[src/design/assert_macros.svh]
// Assertion helpers shared by the scan and replay design files.
`ifndef ASSERT_MACROS_SVH
`define ASSERT_MACROS_SVH

// Checks that a condition implies a consequence in the same cycle.
`define ASSERT_IMPL(label, clk, rst, ante, cons) \
  label: assert property (@(posedge clk) disable iff (rst) (ante) |-> (cons)) \
    else $error("assertion failed");

// Checks that a condition implies a consequence in the next cycle.
`define ASSERT_NEXT(label, clk, rst, ante, cons) \
  label: assert property (@(posedge clk) disable iff (rst) (ante) |=> (cons)) \
    else $error("assertion failed");

`endif

[src/design/jrr_pkg.sv]
package jrr_pkg;

  localparam int MaxPending = 64;
  localparam int MaxCommits = 32;
  localparam int PendAw = $clog2(MaxPending);
  localparam int CommAw = $clog2(MaxCommits);
  localparam int PendCw = PendAw + 1;
  localparam int CommCw = CommAw + 1;
  localparam int TotalW = 6;

  localparam logic [2:0] RegLogBase = 3'd0;
  localparam logic [2:0] RegLogUsed = 3'd1;
  localparam logic [2:0] RegMagic = 3'd2;
  localparam logic [2:0] RegBegin = 3'd3;
  localparam logic [2:0] RegBlockWrite = 3'd4;
  localparam logic [2:0] RegCommit = 3'd5;
  localparam logic [2:0] RegCheckpoint = 3'd6;

  localparam logic ReqStart = 1'b0;

  localparam logic [1:0] KindFetch = 2'd0;
  localparam logic [1:0] KindCopy = 2'd1;
  localparam logic [1:0] KindDone = 2'd2;

  typedef struct packed {
    logic        req_type;
    logic [15:0] hdr_magic;
    logic [15:0] hdr_kind;
    logic [31:0] hdr_txn;
    logic [31:0] hdr_lba;
  } in_item_t;

  typedef struct packed {
    logic [1:0]  out_kind;
    logic [31:0] fetch_sector;
    logic [31:0] copy_source;
    logic [31:0] copy_dest;
    logic [5:0]  commit_total;
    logic        run_last;
  } out_item_t;

  typedef struct packed {
    logic [31:0] log_base;
    logic [15:0] log_used;
    logic [15:0] record_magic;
    logic [15:0] code_begin;
    logic [15:0] code_block_write;
    logic [15:0] code_commit;
    logic [15:0] code_checkpoint;
  } cfg_t;

  // Work handed from the scanner to the replay unit.
  typedef struct packed {
    logic        fetch;
    logic [16:0] scan_index;
    logic        finish;
  } job_t;

endpackage

[src/design/jrr_scan.sv]
`include "assert_macros.svh"

module jrr_scan (
  input  logic              clk,
  input  logic              rst,
  input  jrr_pkg::cfg_t     cfg,
  input  logic              push,
  output logic              full,
  input  jrr_pkg::in_item_t item,
  output logic              job_valid,
  input  logic              job_ready,
  output jrr_pkg::job_t     job,
  input  logic              back_busy,
  output logic              pend_we,
  output logic [jrr_pkg::PendAw-1:0] pend_waddr,
  output logic [31:0]       pend_wtxn,
  output logic [31:0]       pend_wlba,
  output logic [16:0]       pend_wsrc,
  output logic              comm_we,
  output logic [jrr_pkg::CommAw-1:0] comm_waddr,
  output logic [31:0]       comm_wid,
  output logic [jrr_pkg::PendCw-1:0] pending_count,
  output logic [jrr_pkg::CommCw-1:0] commit_count
);

  logic        scanning;
  logic [16:0] scan_index;
  logic [31:0] open_txn;
  logic        take;
  logic [16:0] idx1, idx_next;
  logic        is_begin, is_bw, is_commit, is_ckpt;
  logic        hdr_ok;

  // One item in flight: the front waits until its job has left and the back is idle.
  assign full = job_valid || back_busy;
  assign take = push && !full;

  assign is_begin = item.hdr_kind == cfg.code_begin;
  assign is_bw = !is_begin && item.hdr_kind == cfg.code_block_write;
  assign is_commit = !is_begin && !is_bw && item.hdr_kind == cfg.code_commit;
  assign is_ckpt = !is_begin && !is_bw && !is_commit &&
                   item.hdr_kind == cfg.code_checkpoint;
  assign idx1 = scan_index + 17'd1;
  assign idx_next = is_bw ? idx1 + 17'd1 : idx1;

  assign hdr_ok = take && item.req_type != jrr_pkg::ReqStart && scanning &&
                  item.hdr_magic == cfg.record_magic;

  assign pend_we = hdr_ok && is_bw && pending_count < jrr_pkg::PendCw'(jrr_pkg::MaxPending);
  assign pend_waddr = pending_count[jrr_pkg::PendAw-1:0];
  assign pend_wtxn = open_txn;
  assign pend_wlba = item.hdr_lba;
  assign pend_wsrc = idx1;
  assign comm_we = hdr_ok && is_commit &&
                   commit_count < jrr_pkg::CommCw'(jrr_pkg::MaxCommits);
  assign comm_waddr = commit_count[jrr_pkg::CommAw-1:0];
  assign comm_wid = item.hdr_txn;

  always_ff @(posedge clk) begin
    if (rst) begin
      scanning <= 1'b0;
      scan_index <= '0;
      open_txn <= '0;
      pending_count <= '0;
      commit_count <= '0;
      job_valid <= 1'b0;
      job <= '0;
    end else begin
      if (job_valid && job_ready) begin
        job_valid <= 1'b0;
      end
      if (take) begin
        if (item.req_type == jrr_pkg::ReqStart) begin
          scan_index <= '0;
          open_txn <= '0;
          pending_count <= '0;
          commit_count <= '0;
          job_valid <= 1'b1;
          if (cfg.log_used != 16'd0) begin
            scanning <= 1'b1;
            job <= '{fetch: 1'b1, scan_index: '0, finish: 1'b0};
          end else begin
            scanning <= 1'b0;
            job <= '{fetch: 1'b0, scan_index: '0, finish: 1'b1};
          end
        end else if (scanning) begin
          job_valid <= 1'b1;
          if (item.hdr_magic != cfg.record_magic) begin
            scanning <= 1'b0;
            job <= '{fetch: 1'b0, scan_index: scan_index, finish: 1'b1};
          end else begin
            scan_index <= idx_next;
            if (is_begin) open_txn <= item.hdr_txn;
            if (pend_we) pending_count <= pending_count + 1'b1;
            if (comm_we) commit_count <= commit_count + 1'b1;
            if (is_ckpt) pending_count <= '0;
            if (idx_next < {1'b0, cfg.log_used}) begin
              job <= '{fetch: 1'b1, scan_index: idx_next, finish: 1'b0};
            end else begin
              scanning <= 1'b0;
              job <= '{fetch: 1'b0, scan_index: idx_next, finish: 1'b1};
            end
          end
        end
      end
    end
  end

  `ASSERT_NEXT(a_take_job, clk, rst, take && scanning, job_valid)
  `ASSERT_IMPL(a_full_job, clk, rst, job_valid, full)
  `ASSERT_IMPL(a_count_bound, clk, rst, 1'b1,
               pending_count <= jrr_pkg::PendCw'(jrr_pkg::MaxPending))

endmodule

[config.mk]
export PLATFORM = sky130hd
export DESIGN_NAME = jrr_scan
export DESIGN_NICKNAME = d
export VERILOG_FILES = /design/src/design/jrr_pkg.sv /design/src/design/jrr_scan.sv
export VERILOG_INCLUDE_DIRS = /design/src /design/src/design
export SDC_FILE = /design/constraint.sdc
export NUM_CORES = 1
export LEC_CHECK = 0
export ABC_AREA = 1
export BUFFER_PORTS_ARGS = -buffer_cell sky130_fd_sc_hd__buf_2
export CORE_AREA = 2 2 151 153
export CTS_CLUSTER_DIAMETER = 120
export DETAILED_ROUTE_END_ITERATION = 12
export DIE_AREA = 0 0 153 155
export GPL_TIMING_DRIVEN = 1
export RECOVER_POWER = 50
export SLEW_MARGIN = 20
export SYNTH_ARGS = -nofsm -noshare
export SYNTH_HDL_FRONTEND = slang
export SYNTH_SLANG_ARGS = --single-unit
export TNS_END_PERCENT = 1
[constraint.sdc]
create_clock -name clk -period 3.6 [get_ports clk]
set_input_delay 0 -clock clk [delete_from_list [all_inputs] [get_ports clk]]
set_output_delay 0 -clock clk [all_outputs]
set_load 0.005 [all_outputs]
==> flow_metrics.env <==
export IMPL_worstPathCellList="ha_1, nand2_1, nor2_4, nand3_2, xor2_1, nor2_4, nand4_1, nor2_2, nand3b_2, xor2_1, ha_1, nand2_1, nor2_1, a211oi_1, nand2_1, nand2_1, nand2_1, nand2_1, nand2_1, nand2_2, nand2_2, a21oi_1"
export IMPL_die_w_um=153
export IMPL_final_setup_viol_count=0
export IMPL_crit_path_top_delay_cell="dfxtp_1"
export IMPL_worst_r2r_endpoint="scanning"
export IMPL_clock_latency_ns=0.35
export IMPL_cts_sinks=83
export IMPL_synth_area_leaders="dfxtp_1 26%, nand2_1 14%, buf_4 9.0%, a21oi_1 5.8%, inv_1 5.6%"
export IMPL_slowest_delay_ns=0.42
export IMPL_synthCells=939
export IMPL_wl_per_cell_um=14.4
export IMPL_crit_path_start_kind="flop"
export IMPL_nNetsFinal=1423
export IMPL_place_ws_ns=0.358
export IMPL_synth_distinct_cells=41
export IMPL_cts_reportedPaths_clkPinSlew_ns=0.06
export IMPL_grt_pass1_wl_mm=33.0
export IMPL_grt_ovfl_total=0
export IMPL_cp_max_fo=5
export IMPL_grt_start_max_net_pins=66
export IMPL_worstSetupEndpointType="flop"
export IMPL_clockBufferDepth=2
export IMPL_fmax_mhz=307
export IMPL_num_io_pins=390
export IMPL_holdPathEnd="pend_wlba[14]"
export IMPL_wirelength_mm=21.0
export IMPL_cpMostUsedCell="nand2_1"
export IMPL_rsz0062_at_grt="no"
export IMPL_crit_family="simple AND/OR/NAND/NOR gates"
export IMPL_ys_seq_area_frac=0.262
export IMPL_htree_levels=3
export IMPL_fin_crit_sh=0.904
export IMPL_status="complete, no violations"
export IMPL_relSlewSlack=0.359
export IMPL_drv_slew=0
export IMPL_avgSynthCellArea_um2=6.74
export IMPL_dieArea_um2=23700
export IMPL_async_flop_share=0
export IMPL_antenna_cells=0
export IMPL_root_buffer="clkbuf_16"
export IMPL_final_area_um2=8070
export IMPL_worstMarginPinSlew_ns=0.962
export IMPL_ir_drop_mv=0.187
export IMPL_vias=6726
export IMPL_post_route_drc_count=0
export IMPL_core_area_um2=22200
export IMPL_port_buffers=293
export IMPL_hold_viol_final=0
export IMPL_power_leakage_nw=3.79
export IMPL_antenna_found_initial=0
export IMPL_crit_type="reg -> reg"
export IMPL_final_common_cell="nand2_1"
export IMPL_drt_iter0_drc=479
export IMPL_worstHoldStart="item[14]"
export IMPL_placed_area_um2=7490
export IMPL_p_total_w=0.00233
export IMPL_final_cell_mix="237 x nand2_1, 224 x buf_2, 94 x inv_1"
export IMPL_synth_main_ff_cell="dfxtp_1"
export IMPL_finClkSkew_ns=0.0112
export IMPL_area_growth_syn_to_layout_pct=27.5
export IMPL_synth_nets=1189
export IMPL_required_ns=3.87
export IMPL_ys_warn_count=0
export IMPL_cp_data_arrival_time_ns=3.53
export IMPL_numCtsBuffers=9
export IMPL_rr_startpoint="scan_index[1]"
export IMPL_drv_cap=0
export IMPL_mappedNetlistArea_um2=6330
export IMPL_drive_gt1_frac=0.251
export IMPL_grt_use_total=0.173
export IMPL_start_util=0.285
export IMPL_tritoncts="done"
export IMPL_yosysTopAreaCell="dfxtp_1"
export IMPL_p_per_area_nw_per_um2=289
export IMPL_rows=55
export IMPL_hold_depth=0
export IMPL_synth_top_area_frac=0.262
export IMPL_drt_antenna_violating_nets=0
export IMPL_place_gp_congestion=0.904
export IMPL_crit_buf_inv=0
export IMPL_synth_enable_flop_cells=0
export IMPL_drt_pass1_iterations=7
export IMPL_grt_pass1_vias=6294
export IMPL_detail_route_vias_per_cell=4.60
export IMPL_reg2regPathDepth=22
export IMPL_die_y_um=155
export IMPL_min_path_type="in -> out"
export IMPL_dp_hpwl_mm=16.5
export IMPL_min_period_ns=3.25
export IMPL_setup_slack_ns=0.345
export IMPL_ys_seq_elements=83
export IMPL_ff2ff_setup_slack_ns=0.35
export IMPL_fin_setup_tns_ns=0
==> worst max path at each step <==
stage                  start       end  cells past startpoint
2_1_floorplan  scan_index[0]   job[18]                     22
3_3_place_gp   scan_index[0]   job[18]                     22
3_5_place_dp   scan_index[0]  scanning                     22
4_1_cts        scan_index[0]  scanning                     22
5_1_grt        scan_index[1]  scanning                     22
6_report       scan_index[1]  scanning                     22
==> Yosys cell counts, types with 10 or more instances <==
library cell and number:
nor2_1 55, a21oi_1 73, a31oi_1 10, o21ai_0 24, buf_4 76, nand2_1 237
nand4_1 46, clkbuf_1 20, xor2_1 40, nand3_1 26, nor2_2 10, inv_1 94
dfxtp_1 83, ha_1 20, xnor2_1 36
==> state kept, by name, summed over array words and instances (netlist names) <==
signal         cells
commit_count       6
pend_wtxn         32
job_valid          1
job               19
pending_count      7
scanning           1
scan_index        17
==> per-stage QoR <==
step	cells	utilization	hold slack (ns)
4_1_cts	1462	0.366	0.0000346
6_report	1463	0.363	0.00000202
3_5_place_dp	1413	0.337	0.0000346
5_1_grt	1463	0.363	0.00000811
2_1_floorplan	939	-	0.0808
3_3_place_gp	1413	0.337	0.0000346
==> worst reg2reg max path, stage by stage, from the launching register on <==
cell and delay (ns):
dfxtp_1 0.42, ha_1 0.22, nand2_1 0.10, nor2_4 0.15, nand3_2 0.14, xor2_1 0.22
nor2_4 0.15, nand4_1 0.12, nor2_2 0.18, nand3b_2 0.13, xor2_1 0.21, ha_1 0.28
nand2_1 0.09, nor2_1 0.05, a211oi_1 0.16, nand2_1 0.08, nand2_1 0.05, nand2_1 0.05
nand2_1 0.06, nand2_1 0.06, nand2_2 0.11, nand2_2 0.07, a21oi_1 0.11
==> layer usage <==
| metal | share of wire | global-route usage | up-vias |
|---|---|---|---|
| li1 | - | - | 3435 |
| met1 | 0.44 | 0.219 | 3053 |
| met2 | 0.50 | 0.306 | 221 |
| met3 | 0.051 | 0.0343 | 17 |
| met4 | 0.013 | 0.0388 | 0 |
| met5 | 0 | 0 | - |
==> power by group <==
group	internal, W	switching (W)
registers	0.000926	0.00000731
logic	0.000180	0.000206
clock network	0.000614	0.000399
==> cell families after synthesis <==
kind of cell	count (synthesis)	synth area share
compound gates	124	0.109
xor+xnor	80	0.115
fa+ha+maj	20	0.0395
buf+inv	218	0.179
flops	83	0.262
simple gates	414	0.294
==> area by class of cell <==
type | instances | area [µm²]
clock buffer | 9 | 225
sequential | 83 | 1660
inverter | 106 | 400
clock inverter | 7 | 98.8
multi-input combinational | 638 | 3550
tap | 285 | 357
timing repair buffer | 335 | 1780
fill | 2444 | 14200
==> timing repair <==
item	in CTS	in global routing
hold buffers	33	0
setup endpoints to repair	0	2
setup buffers	0	1
hold endpoints to repair	33	0
gates resized for setup	0	2
Note: power is estimated with default switching activity, not from simulation.
